$ cat config.mk
export PLATFORM = sky130hd
export DESIGN_NAME = csq_front
export DESIGN_NICKNAME = d
export VERILOG_FILES = /design/src/rtl/csq_pkg.sv /design/src/rtl/csq_front.sv
export SDC_FILE = /design/constraint.sdc
export NUM_CORES = 1
export LEC_CHECK = 0
export BUFFER_PORTS_ARGS = -buffer_cell sky130_fd_sc_hd__buf_2
export CELL_PAD_IN_SITES_DETAIL_PLACEMENT = 0
export CELL_PAD_IN_SITES_GLOBAL_PLACEMENT = 1
export CORE_MARGIN = 5
export CORE_UTILIZATION = 30
export CTS_CLUSTER_SIZE = 30
export DETAILED_ROUTE_END_ITERATION = 8
export GPL_TIMING_DRIVEN = 0
export PLACE_DENSITY = 0.77
export SETUP_SLACK_MARGIN = 0.1
export SYNTH_ARGS = -nofsm -noshare
export SYNTH_HDL_FRONTEND = slang
export SYNTH_SLANG_ARGS = --single-unit
$ cat constraint.sdc
create_clock -name clk -period 5.54 [get_ports clk]
set_input_delay 0.277 -clock clk [delete_from_list [all_inputs] [get_ports clk]]
set_output_delay 0.277 -clock clk [all_outputs]
set_load 0.05 [all_outputs]
$ cat src/rtl/csq_pkg.sv
// Shared types, widths and register codes of the chi-square class statistic unit.
package csq_pkg;

	localparam int CNT_W    = 20;
	localparam int FRAC_W   = 16;
	localparam int MAX_CLS  = 4;
	localparam int STAT_W   = 40;
	localparam int USED_W   = 3;
	localparam int ADDR_W   = 5;
	localparam int CFG_DW   = 32;
	localparam int PB_W     = 2 * CNT_W;
	localparam int E_W      = 2 * CNT_W + 1;
	localparam int EL_W     = (E_W + 1) / 2;
	localparam int EH_W     = E_W - EL_W;
	localparam int SQ_W     = 2 * E_W;
	localparam int NUM_W    = SQ_W + FRAC_W - 2;
	localparam int DEN_W    = 3 * CNT_W;
	localparam int Q_W      = STAT_W + 10;
	localparam int SUM_W    = Q_W + 3;
	localparam int DIV_CONST = 1000;
	localparam int RCP_PRE  = 3;
	localparam int SCL_W    = Q_W - RCP_PRE;
	localparam int HALF_W   = 24;
	localparam int RCP_W    = 2 * HALF_W;
	localparam int PRD_W    = SCL_W + RCP_W;
	localparam int RCP_SH   = 54;
	localparam logic [RCP_W-1:0] RCP_M = 48'd144115188075856;

	typedef enum logic [2:0] {
		REG_TOTAL,
		REG_CLS0,
		REG_CLS1,
		REG_CLS2,
		REG_CLS3,
		REG_USED
	} reg_idx_t;

	typedef struct packed {
		logic [CNT_W-1:0]               total_count;
		logic [MAX_CLS-1:0][CNT_W-1:0]  class_total;
		logic [USED_W-1:0]              classes_used;
	} cfg_t;

	typedef struct packed {
		logic [CNT_W-1:0] occurrences;
		logic [CNT_W-1:0] observed_0;
		logic [CNT_W-1:0] observed_1;
		logic [CNT_W-1:0] observed_2;
		logic [CNT_W-1:0] observed_3;
	} in_item_t;

	typedef struct packed {
		logic [STAT_W-1:0] statistic;
		logic              integrity_error;
	} out_item_t;

	typedef struct packed {
		logic [CNT_W-1:0]              x;
		logic [MAX_CLS-1:0][CNT_W-1:0] obs;
		logic [MAX_CLS-1:0]            en;
		logic                          err;
	} fe_rec_t;

	typedef struct packed {
		logic err;
		logic sat;
	} div_tag_t;

	typedef struct packed {
		logic             valid;
		div_tag_t         tag;
		logic [NUM_W-1:0] num;
		logic [DEN_W-1:0] den;
	} div_in_t;

	typedef struct packed {
		logic           valid;
		div_tag_t       tag;
		logic           ovf;
		logic [Q_W-1:0] quo;
	} div_out_t;

endpackage

$ cat src/rtl/csq_front.sv
// Front end: accepts an item, clamps the class count, flags slots and checks the observed sum.
module csq_front import csq_pkg::*; (
	input  logic     clk,
	input  logic     arst_n,
	input  logic     start,
	input  in_item_t item,
	input  cfg_t     cfg,
	input  logic     full,
	output logic     busy,
	output logic     rec_valid,
	output fe_rec_t  rec
);

	logic [USED_W-1:0]             used;
	logic [MAX_CLS-1:0][CNT_W-1:0] obs;
	logic [CNT_W+1:0]              osum;
	fe_rec_t                       nxt;
	logic                          accept;
	logic                          valid_s1;
	fe_rec_t                       rec_s1;

	assign busy   = valid_s1 && full;
	assign accept = start && !busy;

	always_comb begin
		used = cfg.classes_used;
		if (used == '0) used = USED_W'(1);
		if (used > USED_W'(MAX_CLS)) used = USED_W'(MAX_CLS);
		obs[0] = item.observed_0;
		obs[1] = item.observed_1;
		obs[2] = item.observed_2;
		obs[3] = item.observed_3;
		osum = '0;
		nxt.x = item.occurrences;
		for (int k = 0; k < MAX_CLS; k++) begin
			if (USED_W'(k) < used) begin
				osum = osum + (CNT_W+2)'(obs[k]);
			end
			nxt.obs[k] = obs[k];
			nxt.en[k]  = (USED_W'(k) < used) && (cfg.total_count != '0)
				&& (cfg.class_total[k] != '0) && (item.occurrences != '0);
		end
		nxt.err = osum != (CNT_W+2)'(item.occurrences);
	end

	always_ff @(posedge clk or negedge arst_n) begin
		if (!arst_n) begin
			valid_s1 <= 1'b0;
		end else if (accept) begin
			valid_s1 <= 1'b1;
		end else if (!full) begin
			valid_s1 <= 1'b0;
		end
	end

	always_ff @(posedge clk) begin
		if (accept) begin
			rec_s1 <= nxt;
		end
	end

	assign rec_valid = valid_s1;
	assign rec       = rec_s1;

endmodule

==> key figures <==
Power
  – Peak supply drop: 0.000155 V
  – Leak pwr: around 4.8 nW
  – Power per cell area: between 300 and 400 nW/µm²
  – Total power: 0.00374 W

Timing
  – Worst setup margin: -281 ps
  – Setup-failing EPs final: 1
  – Rel. slew slack: 47.2%
  – Final setup TNS: -281 ps
  – Fmax: 172 MHz
  – Worst Tran Pin Value: 791 ps
  – Slew Viols, Final: 0
  – RSZ-0062 raised after global routing: yes
  – Layout Skew: 10.2 ps
  – Final hold violations: 0
  – Crit path time final: 5820 ps
  – Final worst path period share: 105%

Placed design
  – Gp weighted congestion: 0.989
  – Post-DP HPWL: 26.2 mm
  – Port buffer count: 312

Synthesis
  – Number of synthesized flops with an enable pin: between 100 and 150
  – Fraction of registers with async set/reset: less than 1%
  – Seq cells post-synth: 106
  – Mapped Cells: 881
  – Syn Area/Cell: 9.47 µm²
  – Synth warn: 0
  – Cell variety after synth: 74
  – Register area share after synthesis: 38.1%
  – Synth Flop Type: edfxtp_1
  – Mapped Nets: 1153
  – Synthesized cell area: roughly 8300 µm²

Drt
  – # DRC: 0
  – WL/cell: 20.1 µm
  – 1st-iter DRT viols: 642
  – Antenna viol nets, final: 0
  – DR vias: 8729
  – Vias/cell: 5.37
  – Drt pass-1 iters: 5
  – Total routed wirelength: 32.7 mm

Critical path
  – Critical Path AT: 5910 ps
  – Worst setup path start: item[45]
  – CP max FO: 5
  – RR Startpoint: rec_valid
  – CP Capture Type: flip-flop
  – Req. time, crit path: roughly 5600 ps
  – Startpoint types: input port
  – Critical setup path kind: input port to flip-flop

Flow run
  – Max-cap check violation count: 0

Die
  – Core outline area: 27600 µm²
  – Placement Rows: between 60 and 70
  – Initial core utilization: 30.2%
  – Die height: 177 µm
  – Die Width: 177 µm
  – # IOs: 314
  – Die area: around 31000 µm²

Hold path
  – Min-delay src: item[40]
  – Hold WC Path Type: input port to flip-flop

GRT
  – Largest net degree at the start of global routing: 36
  – GRT overflow: 0
  – Initial antenna violation count: 6
  – GRT Total Usage: 19.7%
  – First-pass GRT wire length: 47.4 mm
  – Vias in the first global route: 8550

Run status
  – Failing checks: setup timing
  – Status: finished, violations left

Cells and area
  – Commonest non-fill, non-tap cell in the layout: buf_2
  – Layout Nets: 1515
  – Area of the multi-input gates: 5640 µm²
  – Area delta synth->final: 42.1%
  – Sequential Area: roughly 3200 µm²
  – Layout cell share with drive strength beyond 1: 41.3%
  – Layout fillers: 2750
  – Most frequent cells in the layout: 311 x buf_2, 105 x edfxtp_1, 67 x nand2_1, 60 x nor2_1, 44 x buf_4

Clocking
  – CTS max path bufs: 2
  – Total CTS buffers: 9
  – CTS tree: yes
  – Clk Latency, worst-skew pair: 370 ps
  – Clock H-tree levels: 3
  – Clock Tree Root: clkbuf_16
  – Clock sink count: 106
  – Reg clk slew, reported paths: 80 ps
## metal layers
metal	global-route usage [%]	part of all wire, %
met1	23.9	40
met2	34.7	48
met3	4.59	8.1
met4	5.87	3.2
met5	0	0.15
## Yosys cell counts, types with 4 or more instances
master     count  area share [%]
and2_1         8            0.60
edfxtp_1     105              38
and3_1         6            0.45
xor2_1        19             2.0
a31o_2         8            0.84
o211ai_1      14             1.3
nor2b_1        6            0.45
clkbuf_1      30             1.4
nand2b_1      16             1.2
a2111oi_0      6            0.63
nor4_1        38             2.9
nor3b_1        7            0.63
a31oi_1       19             1.4
nand4_1        9            0.68
a21boi_0       4            0.36
xnor2_1       37             3.9
o21a_1         9            0.81
a21o_1        18             1.6
inv_1         30             1.4
a311oi_1       7            0.74
nor3_1        24             1.4
a211o_1        4            0.42
a21oi_1       55             3.3
o21ai_0       48             2.9
mux2_2         6            0.81
ha_1          62             9.3
or2_2          7            0.53
o221ai_1       5            0.53
or3_1          6            0.45
nand2_1       67             3.0
buf_1          4            0.18
o31ai_1        7            0.63
and4_1         5            0.53
nand3_1       30             1.8
nor2_1        65             2.9
o22ai_1        8            0.60
mux2i_1       12             1.4
a211oi_1      13             1.2
## registers in the layout, indices dropped and copies added, names as in the netlist
| name | cells |
|---|---|
| rec | 105 |
| rec_valid | 1 |
## final timing paths
path / to / slack [ps] / depth (start not counted)
setup / recovery: rec[0] / -280 / 25
hold / removal: rec[25] / 100 / 1
setup reg to reg: rec[0] / 3750 / 4
hold reg to reg: rec_valid / 700 / 2
max in group asynchronous: rec_valid / 5250 / 2
min in group asynchronous: rec_valid / 210 / 2
## layout make-up
cell class	count	share of cell area, %
well taps	378	3.99
inverters	30	0.950
flip-flops and latches	106	26.8
multi-input cells	708	47.6
plain buffers	29	1.45
repair buffers	359	16.7
diodes	1	0.0211
clock buffers	9	1.90
clock inverters	7	0.623
## kinds of logic (layout without fill, tap and decap cells)
logic type	after synthesis	after routing	share of synthesized area, %
xor gates and xnor gates	57	57	6.17
muxes	18	18	2.25
DFF	106	106	38.1
other	0	1	0
and+or+nand+nor	306	306	18.8
adders and majority gates	65	65	10.0
buffers and inverters	67	434	3.06
AOI/OAI and AO/OA	262	262	21.6
## critical path, stage by stage
cell	delay (ps)
buf_2	120
ha_1	350
o21ai_1	250
nand2b_1	170
buf_4	170
a211o_1	240
nand3_1	170
ha_1	360
a21o_1	260
a31o_2	310
a2111oi_4	370
nor3_2	80
xor2_1	310
nor2_1	70
nor2_1	170
ha_1	290
a21o_1	240
nor2_4	120
a32oi_4	120
xnor2_2	170
a22oi_1	150
o21ai_1	100
or4b_4	560
nor4_4	300
nand4_1	170
## stage by stage
step / hold slack (ps) / cells / area (µm²) / utilization [%] / worst slack [ps]
after floorplan: -18.6 / 881 / 8500 / - / 127
after global placement: 51.4 / 1571 / 10500 / 38.1 / -1340
after detailed placement: 52.9 / 1574 / 10600 / 38.4 / -1340
after CTS: 88.1 / 1600 / 11200 / 40.6 / -224
after global routing: 86.5 / 1627 / 11800 / 42.9 / -456
final: 96.3 / 1627 / 11800 / 42.9 / -281
## report_power, final
part           total (W)  internal, W  leakage [nW]  switching (W)
combinational    0.00211     0.000886          3.69        0.00123
clock           0.000686     0.000355         0.147       0.000331
sequential      0.000942     0.000933          1.01     0.00000901
total            0.00374      0.00217          4.84        0.00157
## timing repair
action | in CTS | in global routing
endpoints found under the setup margin | 1 | 1
hold buffers | 1 | 0
buffers inserted | 14 | 29
resized for setup | 49 | 95
pin swaps | 16 | 48
cloned | 0 | 0
endpoints found under the hold margin | 1 | 0
No activity file was read; power rests on OpenSTA's default activity.
