==> config.mk <==
export PLATFORM = sky130hd
export DESIGN_NAME = csq_queue
export DESIGN_NICKNAME = d
export VERILOG_FILES = /design/src/rtl/csq_pkg.sv /design/src/rtl/csq_queue.sv
export SDC_FILE = /design/constraint.sdc
export NUM_CORES = 1
export LEC_CHECK = 0
export ABC_CLOCK_PERIOD_IN_PS = 8800
export BUFFER_PORTS_ARGS = -buffer_cell sky130_fd_sc_hd__buf_4
export CAP_MARGIN = 20
export CORE_MARGIN = 2
export CORE_UTILIZATION = 45
export DETAILED_ROUTE_END_ITERATION = 8
export PLACE_DENSITY = 0.7
export SYNTH_ARGS = -nofsm -noshare
export SYNTH_HDL_FRONTEND = slang
export SYNTH_SLANG_ARGS = --single-unit
==> constraint.sdc <==
create_clock -name clk -period 8.8 [get_ports clk]
set_input_delay 1.76 -clock clk [delete_from_list [all_inputs] [get_ports clk]]
set_output_delay 1.76 -clock clk [all_outputs]
set_load 0.01 [all_outputs]
==> src/rtl/csq_pkg.sv <==
// Shared types, widths and register codes of the chi-square class statistic unit.
package csq_pkg;

	localparam int CNT_W    = 20;
	localparam int FRAC_W   = 16;
	localparam int MAX_CLS  = 4;
	localparam int STAT_W   = 40;
	localparam int USED_W   = 3;
	localparam int ADDR_W   = 5;
	localparam int CFG_DW   = 32;
	localparam int PB_W     = 2 * CNT_W;
	localparam int E_W      = 2 * CNT_W + 1;
	localparam int EL_W     = (E_W + 1) / 2;
	localparam int EH_W     = E_W - EL_W;
	localparam int SQ_W     = 2 * E_W;
	localparam int NUM_W    = SQ_W + FRAC_W - 2;
	localparam int DEN_W    = 3 * CNT_W;
	localparam int Q_W      = STAT_W + 10;
	localparam int SUM_W    = Q_W + 3;
	localparam int DIV_CONST = 1000;
	localparam int RCP_PRE  = 3;
	localparam int SCL_W    = Q_W - RCP_PRE;
	localparam int HALF_W   = 24;
	localparam int RCP_W    = 2 * HALF_W;
	localparam int PRD_W    = SCL_W + RCP_W;
	localparam int RCP_SH   = 54;
	localparam logic [RCP_W-1:0] RCP_M = 48'd144115188075856;

	typedef enum logic [2:0] {
		REG_TOTAL,
		REG_CLS0,
		REG_CLS1,
		REG_CLS2,
		REG_CLS3,
		REG_USED
	} reg_idx_t;

	typedef struct packed {
		logic [CNT_W-1:0]               total_count;
		logic [MAX_CLS-1:0][CNT_W-1:0]  class_total;
		logic [USED_W-1:0]              classes_used;
	} cfg_t;

	typedef struct packed {
		logic [CNT_W-1:0] occurrences;
		logic [CNT_W-1:0] observed_0;
		logic [CNT_W-1:0] observed_1;
		logic [CNT_W-1:0] observed_2;
		logic [CNT_W-1:0] observed_3;
	} in_item_t;

	typedef struct packed {
		logic [STAT_W-1:0] statistic;
		logic              integrity_error;
	} out_item_t;

	typedef struct packed {
		logic [CNT_W-1:0]              x;
		logic [MAX_CLS-1:0][CNT_W-1:0] obs;
		logic [MAX_CLS-1:0]            en;
		logic                          err;
	} fe_rec_t;

	typedef struct packed {
		logic err;
		logic sat;
	} div_tag_t;

	typedef struct packed {
		logic             valid;
		div_tag_t         tag;
		logic [NUM_W-1:0] num;
		logic [DEN_W-1:0] den;
	} div_in_t;

	typedef struct packed {
		logic           valid;
		div_tag_t       tag;
		logic           ovf;
		logic [Q_W-1:0] quo;
	} div_out_t;

endpackage

==> src/rtl/csq_queue.sv <==
// Two-entry queue between the front end and the arithmetic back end.
module csq_queue import csq_pkg::*; (
	input  logic    clk,
	input  logic    arst_n,
	input  logic    push,
	input  fe_rec_t push_rec,
	output logic    full,
	output logic    head_valid,
	output fe_rec_t head
);

	fe_rec_t    mem [2];
	logic       wr_ptr_q;
	logic       rd_ptr_q;
	logic [1:0] cnt_q;
	logic       do_push;
	logic       do_pop;

	assign full       = cnt_q == 2'd2;
	assign head_valid = cnt_q != 2'd0;
	assign head       = mem[rd_ptr_q];
	assign do_push    = push && !full;
	assign do_pop     = head_valid;

	always_ff @(posedge clk or negedge arst_n) begin
		if (!arst_n) begin
			wr_ptr_q <= 1'b0;
			rd_ptr_q <= 1'b0;
			cnt_q    <= 2'd0;
		end else begin
			if (do_push) wr_ptr_q <= !wr_ptr_q;
			if (do_pop) rd_ptr_q <= !rd_ptr_q;
			cnt_q <= cnt_q + 2'(do_push) - 2'(do_pop);
		end
	end

	always_ff @(posedge clk) begin
		if (do_push) begin
			mem[wr_ptr_q] <= push_rec;
		end
	end

endmodule

==> results of run 1 <==
[synth_stat cells]
library cell,n
or2_2,1
mux2_2,65
buf_2,6
and2_1,1
mux2_4,40
buf_6,6
and3_1,1
dfrtp_1,4
edfxtp_1,210
inv_1,1
nor2_1,1
nand2_1,1
xor2_1,1
nand2b_1,2
xnor2_1,1
[cell families after synthesis]
| group | Yosys count | share of synthesized area, % |
|---|---|---|
| multiplexers | 105 | 16.9 |
| buffers and inverters | 13 | 1.28 |
| AND/OR/NAND/NOR | 7 | 0.491 |
| flip-flops | 214 | 81.1 |
| XOR/XNOR | 2 | 0.222 |
[worst min path at each step]
| stage | endpoint | slack (ns) | depth (start not counted) |
|---|---|---|---|
| finish | cnt_q[1] | 0.50 | 1 |
| global route | cnt_q[1] | 0.51 | 1 |
| CTS | cnt_q[1] | 0.49 | 1 |
| detailed placement | cnt_q[1] | 0.49 | 1 |
| global placement | cnt_q[1] | 0.47 | 1 |
| floorplan | wr_ptr_q | 0.46 | 1 |
[sequential cells by signal (all words and copies together) (netlist names)]
register  flops
mem         210
cnt_q         2
rd_ptr_q      1
wr_ptr_q      1
[worst register-to-register path: cells and delay by family, from the launching register on]
| family | cells | cell delay [ns] |
|---|---|---|
| flops | 1 | 0.39 |
| buf+inv | 1 | 0.77 |
| simple gates | 2 | 0.79 |
[per-layer routing]
metal	up-vias	wire length (um)	global-route usage, %
met5	-	0	0
met3	18	1290	4.85
li1	1805	-	-
met4	0	219	4.51
met1	1919	5840	18.4
met2	172	7310	25.8
[power by group]
part	switching, mW	internal [mW]	total (mW)
sequential	0.110	1.35	1.46
combinational	0.419	0.549	0.968
clock	0.342	0.499	0.841
[cells in the final DEF (no fill, tap or decap)]
| master | count |
|---|---|
| buf_4 | 218 |
| edfxtp_1 | 210 |
| mux2_2 | 65 |
| mux2_4 | 40 |
| clkbuf_16 | 23 |
| clkbuf_1 | 5 |
| clkbuf_8 | 3 |
| clkinv_2 | 3 |
| dfrtp_1 | 3 |
| nand2b_1 | 2 |
| or2_2 | 1 |
| and2_1 | 1 |
| nand2_1 | 1 |
| nor2_4 | 1 |
| and3_4 | 1 |
| inv_1 | 1 |
| xnor2_1 | 1 |
| xor2_1 | 1 |
| clkinvlp_4 | 1 |
| dfrtp_4 | 1 |
[per-stage QoR]
stage,instances,worst slack (ns),power [mW],instance area (sq um),hold slack (ns)
floorplan,341,2.03,2.05,7900,0.460
global placement,772,4.69,2.45,9730,0.474
detailed placement,772,4.64,2.47,9730,0.488
CTS,807,4.11,3.32,10400,0.493
global route,807,4.04,3.42,10400,0.515
finish,807,4.21,3.27,10400,0.498
[cell type report]
| class | count | share of cell area, % |
|---|---|---|
| multi-input cells | 114 | 13.5 |
| clock buffers | 31 | 6.12 |
| inverters | 1 | 0.0361 |
| flip-flops and latches | 214 | 61.7 |
| well taps | 225 | 2.71 |
| repair buffers | 218 | 15.7 |
| clock inverters | 4 | 0.217 |
==> metrics.md, run 1 <==
| Metric | Value |
|---|---|
| Critical path depth in cells | 3 |
| Layout cells sized above 1 | between 60% and 70% |
| Top post-synthesis cells by area | edfxtp_1 80%, mux2_2 9.3%, mux2_4 7.6% |
| First-pass GRT wire length | 21800 um |
| Peak Freq | 0.218 GHz |
| CTS sink count | between 200 and 250 |
| Initial antenna violation count | 0 |
| Slew margin rel. | 31.7% |
| Pwr per Cell Area | 315 nW/um^2 |
| Die area | 18600 sq um |
| Final critical-path share of the clock period | 52.2% |
| Min-delay src | cnt_q[0] |
| MaxCap Viol Count | 0 |
| CP delay by family, top | flip-flops |
| CP Cell Sequence | buf_4 > mux2_2 > buf_4 |
| Buf/Inv on CP | 2 |
| RD Place Congestion | 0.728 |
| Sequential fraction of the synthesis area | between 80% and 90% |
| Lkg Pwr | 4.01 nW |
| Largest area contributor in the netlist | edfxtp_1 |
| Slowest cell on the critical path | dfrtp_4 |
| Antenna-violating nets left | 0 |
| Core area | around 17000 sq um |
| GRT Resource Usage Total | 15.2% |
| Cells after synthesis | 341 |
| Drt drc | 0 |
| PostCTS Resize Cnt | 0 |
| Setup crit end kind | output pin |
| Setup crit end | head[35] |
| Worst skew pair latency | about 0.5 ns |
| Area Overhead vs Synth | 31.6% |
| Fin. max-slew vios | 0 |
| WL/cell | 18.2 um |
| Slowest stage delay, CP | 1.07 ns |
| Peak supply drop | ~0.19 mV |
| Crit. Startpoint | rd_ptr_q |
| Most frequent CP cell | buf_4 |
| Post-layout net count | slightly below 700 |
| Final Critical Period | around 4.6 ns |
| Status | finished, final reports clean |
| Library cells used by synthesis | 15 |
| CP Data Arrival Time | 2.83 ns |
| Die H | 136 um |
| Vias in the first global route | between 4000 and 5000 |
| Final hold vios | 0 |
| Worst-path clk slew | 0.06 ns |
| Top cell type's share of synthesized area | roughly four fifths |
| IO Pins | about 220 |
| Pin count of the biggest net entering global routing | between 60 and 70 |
| Crit Reg-Reg Startpoint | cnt_q[1] |
| Net Count, Synth | 449 |
| Worst R2R End | mem[1][40] |
| Port buffer count | 214 |
| Via count | 3914 |
| Worst-path maximum fanout | 68 |
| Hold Path Class | flop to flop |
| Starting Density | 45.8% |
| Gr ovfl total | 0 |
| R2R depth | 3 |
| Via-to-Cell Ratio | 4.85 |
| Flops & latches, synth | 214 |
| Clock root buffer | clkbuf_16 |
| Filler cells | 1289 |
| HPWL after detailed placement | 9670 um |
| Final count of negative-setup-slack endpoints | 0 |
| CTS tree | yes |
| Startpoint Class | flop |
| Cts hold-fix bufs | 0 |
| WP data required | 7.04 ns |
| Ys Warns | 0 |
| Kind of critical path | flop to output pin |
| Reg2Reg Setup Slack | 6.42 ns |
| Sequential cell area | approximately 6400 sq um |
| Setup TNS | 0 ns |
| Post-CTS setup buffers | 0 |
| # diodes | 0 |
| Row cnt | 48 |
| Setup Skew | approximately 0.022 ns |
| Max clock buf depth | 3 |
| Die width | 136 um |
| Num CTS Buffers | 22 |
| Final core occ | 60.3% |
| Syn_area_per_cell | 23.2 sq um |
| Mapped Area | 7900 sq um |
| CTS H-tree depth | 1 |
| Worst slew pin tran | 1.02 ns |
| Multi-input logic area | 1400 sq um |
| DRT Pass-1 Iters | 5 |
| Post-Route WL | between 10000 and 15000 um |
| Drt first-iter violations | 161 |
| RSZ-0062 raised after global routing | false |
Note: power is estimated with default switching activity, not from simulation.
==> run 2, diff against run 1 <==
--- a/config.mk
+++ b/config.mk
@@ -5,7 +5,7 @@
 export SDC_FILE = /design/constraint.sdc
 export NUM_CORES = 1
 export LEC_CHECK = 0
-export ABC_CLOCK_PERIOD_IN_PS = 8800
+export ABC_CLOCK_PERIOD_IN_PS = 4800
 export BUFFER_PORTS_ARGS = -buffer_cell sky130_fd_sc_hd__buf_4
 export CAP_MARGIN = 20
 export CORE_MARGIN = 2
==> constraint.sdc (replaced) <==
create_clock -name clk -period 4.8 [get_ports clk]
set_input_delay 0.96 -clock clk [delete_from_list [all_inputs] [get_ports clk]]
set_output_delay 0.96 -clock clk [all_outputs]
set_load 0.01 [all_outputs]
==> run 2 against run 1 <==
Compared with the run above:
- clock skew down 0.014 ns
- sequential power increased by 81%
- worst setup slack got worse by 2.9 ns
- flip-flop and latch count unchanged
- non-clock buffer count rose by 2
- cell count grew 0.74%
- clock power up 110%
- wire length fell by 1.1%
- critical path type unchanged
- critical endpoint is now head[0]
==> metrics.md, run 2 (synthesized netlist as in run 1, its figures left out) <==
| Metric | Value |
|---|---|
| Area Overhead vs Synth | 32.9% |
| Final hold vios | 0 |
| DRT Pass-1 Iters | 4 |
| Num CTS Buffers | 22 |
| Crit Reg-Reg Startpoint | cnt_q[1] |
| MaxCap Viol Count | 0 |
| R2R depth | 3 |
| Top flop regs | mem x210, cnt_q x2 |
| IO Pins | 215 |
| Max clock buf depth | 3 |
| Layout cells sized above 1 | 61.1% |
| Pwr per Cell Area | 590 nW/um^2 |
| Starting Density | 45.8% |
| Row cnt | 48 |
| Fin. max-slew vios | 0 |
| Clock root buffer | clkbuf_16 |
| Die width | 136 um |
| RD Place Congestion | 0.732 |
| WP data required | ~3.8 ns |
| Reg2Reg Setup Slack | roughly 2.8 ns |
| Cell internal pwr | 4.56 mW |
| CP Data Arrival Time | 2.49 ns |
| Switching power | between 1.5 and 2 mW |
| Antenna-violating nets left | 0 |
| Setup crit end kind | output pin |
| Gr ovfl total | 0 |
| Commonest non-fill, non-tap cell in the layout | buf_4 |
| Lkg Pwr | 4.06 nW |
| HPWL after detailed placement | 9560 um |
| Crit. Startpoint | rd_ptr_q |
| Via count | 3885 |
| Drt drc | 0 |
| Worst slew pin tran | 0.908 ns |
| Most frequent cells in the layout | 220 x buf_4, 210 x edfxtp_1, 65 x mux2_2, 40 x mux2_4, 23 x clkbuf_16 |
| Setup Skew | between 0.007 and 0.008 ns |
| Power share of the sequential group | 42.6% |
| Worst Hold Slack | 0.251 ns |
| CTS tree | yes |
| Via-to-Cell Ratio | 4.78 |
| Post-Route WL | 14500 um |
| # diodes | 0 |
| CP Cell Sequence | buf_4 > mux2_2 > buf_4 |
| Clock share of power | 28.1% |
| Multi-input logic area | 1400 sq um |
| Vias in the first global route | 4248 |
| Post-CTS setup buffers | 0 |
| Final critical-path share of the clock period | between 70 and 80% |
| Slowest stage delay, CP | 0.88 ns |
| RSZ-0062 raised after global routing | false |
| Core area | 17200 sq um |
| Drt first-iter violations | 184 |
| Startpoint Class | flop |
| Max FFs per register | between 200 and 250 |
| Die H | 136 um |
| Slowest cell on the critical path | dfrtp_4 |
| CTS sink count | 214 |
| Port buffer count | 214 |
| Post-layout net count | roughly 680 |
| Slew margin rel. | 39.4% |
| Filler cells | approximately 1200 |
| Initial antenna violation count | 0 |
| Status | finished, final reports clean |
| Peak supply drop | around 0.45 mV |
| First-pass GRT wire length | between 20000 and 25000 um |
| Worst-path maximum fanout | 49 |
| Worst skew pair latency | 0.49 ns |
| Most frequent CP cell | buf_4 |
| Sequential cell area | ~6400 sq um |
| Pin count of the biggest net entering global routing | 67 |
| PostCTS Resize Cnt | 0 |
| CTS H-tree depth | 1 |
| Cts hold-fix bufs | 0 |
| Worst-path clk slew | 0.06 ns |
| Hold Path Class | input port to asynchronous set/reset pin |
| Most flops, register | mem |
| GRT Resource Usage Total | 14.9% |
| Worst R2R End | mem[1][74] |
| Switch share | a little over a quarter |
| Kind of critical path | flop to output pin |
| Final Critical Period | ~3.5 ns |
| Die area | approximately 19000 sq um |
| Setup TNS | 0 ns |
| WL/cell | 17.8 um |
| Final count of negative-setup-slack endpoints | 0 |
| Peak Freq | 0.290 GHz |
| Share of power burned in combinational logic | 29.3% |
==> run 2: cell types whose count changed in the layout (fill, tap and decap cells not counted), sizes merged <==
cell | before | now
clkbuf | 31 | 26
bufinv | 0 | 4
buf | 218 | 220
clkinv | 3 | 8
==> run 2: metrics by stage <==
stage	area, sq um	utilization (%)	worst slack (ns)	power [mW]	std cells
finish	10500	60.9	1.35	6.19	813
global route	10500	60.9	1.19	6.46	813
CTS	10500	60.9	1.27	6.27	813
detailed placement	9750	56.6	1.83	4.52	774
global placement	9750	56.6	1.85	4.48	774
floorplan	7900	-	0.597	3.74	341
==> run 2: worst max path at each step <==
stage / endpoint / slack, ns / cells past startpoint
final: head[0] / 1.35 / 3
after global routing: head[0] / 1.19 / 3
after CTS: head[0] / 1.27 / 3
after detailed placement: head[0] / 1.83 / 3
after global placement: head[0] / 1.85 / 3
after floorplan: mem[0][0] / 0.60 / 2
==> run 2: area by class of cell <==
type	count	area share [%]
clock buffer	26	5.59
clock inverter	13	1.53
inverter	1	0.0358
multi-input combinational	114	13.4
sequential	214	61.1
tap	225	2.68
timing repair buffer	220	15.7
==> run 2: layer usage <==
layer | routed length (um) | global-route usage [%] | up-vias
li1 | - | - | 1819
met5 | 0 | 0 | -
met4 | 252 | 4.40 | 0
met1 | 5570 | 17.1 | 1894
met3 | 1320 | 5.52 | 21
met2 | 7360 | 26.1 | 151
==> run 2: power by group through the flow <==
stage          combinational (mW)  clock [mW]  sequential, mW
2_1_floorplan                1.15           0            2.60
3_3_place_gp                 1.82           0            2.66
3_5_place_dp                 1.84           0            2.68
4_1_cts                      1.84        1.78            2.65
5_1_grt                      1.94        1.85            2.68
6_report                     1.81        1.74            2.64
==> run 2: worst max-delay path, delay by kind of cell, from the launching register on <==
| family | cells | cell delay, ns |
|---|---|---|
| flip-flops | 1 | 0.88 |
| buffers and inverters | 2 | 0.70 |
| multiplexers | 1 | 0.40 |
==> run 3, diff against run 2 <==
--- a/config.mk
+++ b/config.mk
@@ -5,13 +5,13 @@
 export SDC_FILE = /design/constraint.sdc
 export NUM_CORES = 1
 export LEC_CHECK = 0
-export ABC_CLOCK_PERIOD_IN_PS = 4800
+export ABC_CLOCK_PERIOD_IN_PS = 2900
 export BUFFER_PORTS_ARGS = -buffer_cell sky130_fd_sc_hd__buf_4
 export CAP_MARGIN = 20
 export CORE_MARGIN = 2
 export CORE_UTILIZATION = 45
 export DETAILED_ROUTE_END_ITERATION = 8
-export PLACE_DENSITY = 0.7
+export PLACE_DENSITY = 0.73
 export SYNTH_ARGS = -nofsm -noshare
 export SYNTH_HDL_FRONTEND = slang
 export SYNTH_SLANG_ARGS = --single-unit
==> constraint.sdc (replaced) <==
create_clock -name clk -period 2.9 [get_ports clk]
set_input_delay 0.58 -clock clk [delete_from_list [all_inputs] [get_ports clk]]
set_output_delay 0.58 -clock clk [all_outputs]
set_load 0.01 [all_outputs]
==> run 3 against run 2 <==
Compared with the run above:
- die area is the same
- first-iteration DRC count shrank 27%
- combinational power grew 72%
- register-to-register slack lost 1.7 ns
- clock skew shrank 0.0029 ns
- final area shrank 0.97%
- worst hold slack gained 0.022 ns
==> metrics.md, run 3 (synthesized netlist as in run 1, its figures left out) <==
| Metric | Value |
|---|---|
| Status | finished, final reports clean |
| WP data required | 2.32 ns |
| Crit Reg-Reg Startpoint | cnt_q[1] |
| Worst-path clk slew | 0.06 ns |
| WL/cell | 18.0 um |
| Post-layout net count | 682 |
| Final Critical Period | between 2 and 3 ns |
| RSZ-0062 raised after global routing | false |
| Slew margin rel. | between 50 and 60% |
| Worst-path maximum fanout | 44 |
| HPWL after detailed placement | ~9600 um |
| # diodes | 0 |
| MaxCap Viol Count | 0 |
| Placed standard-cell area | 9790 sq um |
| Final core occ | roughly 60% |
| Drt drc | 0 |
| CTS tree | yes |
| Commonest non-fill, non-tap cell in the layout | buf_4 |
| Final critical-path share of the clock period | 94.2% |
| Worst skew pair latency | 0.49 ns |
| Die width | 136 um |
| Pin count of the biggest net entering global routing | 64 |
| Overall power | 9.79 mW |
| Num CTS Buffers | 21 |
| R2R depth | 4 |
| PostCTS Resize Cnt | 0 |
| Clock root buffer | clkbuf_16 |
| Setup TNS | 0 ns |
| Via-to-Cell Ratio | a little under 5 |
| Setup Skew | 0.00475 ns |
| Post-Route WL | 14600 um |
| CP Data Arrival Time | 2.15 ns |
| Kind of critical path | flop to output pin |
| Die H | 136 um |
| Worst slew pin tran | 0.617 ns |
| Layout cells sized above 1 | 60.8% |
| Final count of negative-setup-slack endpoints | 0 |
| RD Place Congestion | 0.742 |
| Lkg Pwr | between 4 and 5 nW |
| Max clock buf depth | 3 |
| Hold endpoint | mem[0][78] |
| Top flop regs | mem x210, cnt_q x2 |
| Post-CTS setup buffers | 0 |
| Startpoint Class | flop |
| CTS H-tree depth | 1 |
| Antenna-violating nets left | 0 |
| DRT Pass-1 Iters | 4 |
| Reg2Reg Setup Slack | 1.17 ns |
| Drt first-iter violations | ~130 |
| Peak supply drop | roughly 0.5 mV |
| Hold Path Stages | 1 |
| Via count | between 3000 and 4000 |
| Setup crit end kind | output pin |
| Worst R2R End | mem[0][89] |
| Most flops, register | mem |
| Port buffer count | 214 |
| CTS sink count | 214 |
| Area Overhead vs Synth | 31.6% |
| Peak Freq | 0.366 GHz |
| Fin. max-slew vios | 0 |
| First-pass GRT wire length | 21500 um |
| Core area | 17200 sq um |
| Pwr per Cell Area | 942 nW/um^2 |
| Row cnt | 48 |
| IO Pins | about 220 |
| Cell area after layout | 10400 sq um |
| Most frequent cells in the layout | 218 x buf_4, 210 x edfxtp_1, 65 x mux2_2, 40 x mux2_4, 21 x clkbuf_16 |
| Vias in the first global route | 4181 |
| GRT Resource Usage Total | 15.0% |
| Worst Slack Setup Final | 0.167 ns |
| Starting Density | 45.8% |
| Max FFs per register | 210 |
| Initial antenna violation count | 0 |
| Crit. Startpoint | rd_ptr_q |
| Final hold vios | 0 |
| Post-Place Setup Slack | approximately 0.65 ns |
| Gr ovfl total | 0 |
| Hold Path Class | input port to flop |
| Min-delay src | push_rec[78] |
| Die area | 18600 sq um |
run 3: area by class of cell:
class                      count  area [sq um]
clock buffer                  25           541
clock inverter                10          50.0
fill                        1247          6840
inverter                       1          3.75
multi-input combinational    114          1400
sequential                   214          6410
tap                          225           282
timing repair buffer         222          1710
run 3: what timing repair did:
| item | in CTS | in global routing |
|---|---|---|
| endpoints found under the hold margin | 4 | 0 |
| setup endpoints to repair | 0 | 0 |
| hold buffers | 1 | 0 |
run 3: layer usage:
metal  vias to the layer above  global-route usage [%]  routed length (um)
met5                         -                       0                   0
met4                         0                    3.94                 232
met3                        22                    5.33                1350
met2                       162                    27.4                7530
met1                      1987                    16.6                5450
li1                       1818                       -                   -
run 3: worst max path at each step:
stage	endpoint	slack, ns	cells past startpoint
final	head[4]	0.17	3
after global routing	head[42]	0.07	3
after CTS	head[42]	0.12	3
after detailed placement	head[42]	0.65	3
after global placement	head[41]	0.67	3
after floorplan	mem[0][0]	0.25	2
run 3: critical path, cell delays in order (launching register included):
cell     delay, ns
dfrtp_4       0.74
buf_12        0.34
mux2_2        0.38
buf_4         0.14
run 3: metrics by stage:
stage / hold WS, ns / std cells
5_1_grt: 0.249 / 811
3_5_place_dp: 0.382 / 775
2_1_floorplan: 0.284 / 341
4_1_cts: 0.250 / 811
3_3_place_gp: 0.378 / 775
6_report: 0.273 / 811
run 3: power by group:
group	total, mW	switching, mW	leakage (nW)	internal, mW
registers	4.32	0.229	2.02	4.09
logic	3.11	1.40	1.70	1.71
clock network	2.36	1.04	0.288	1.32
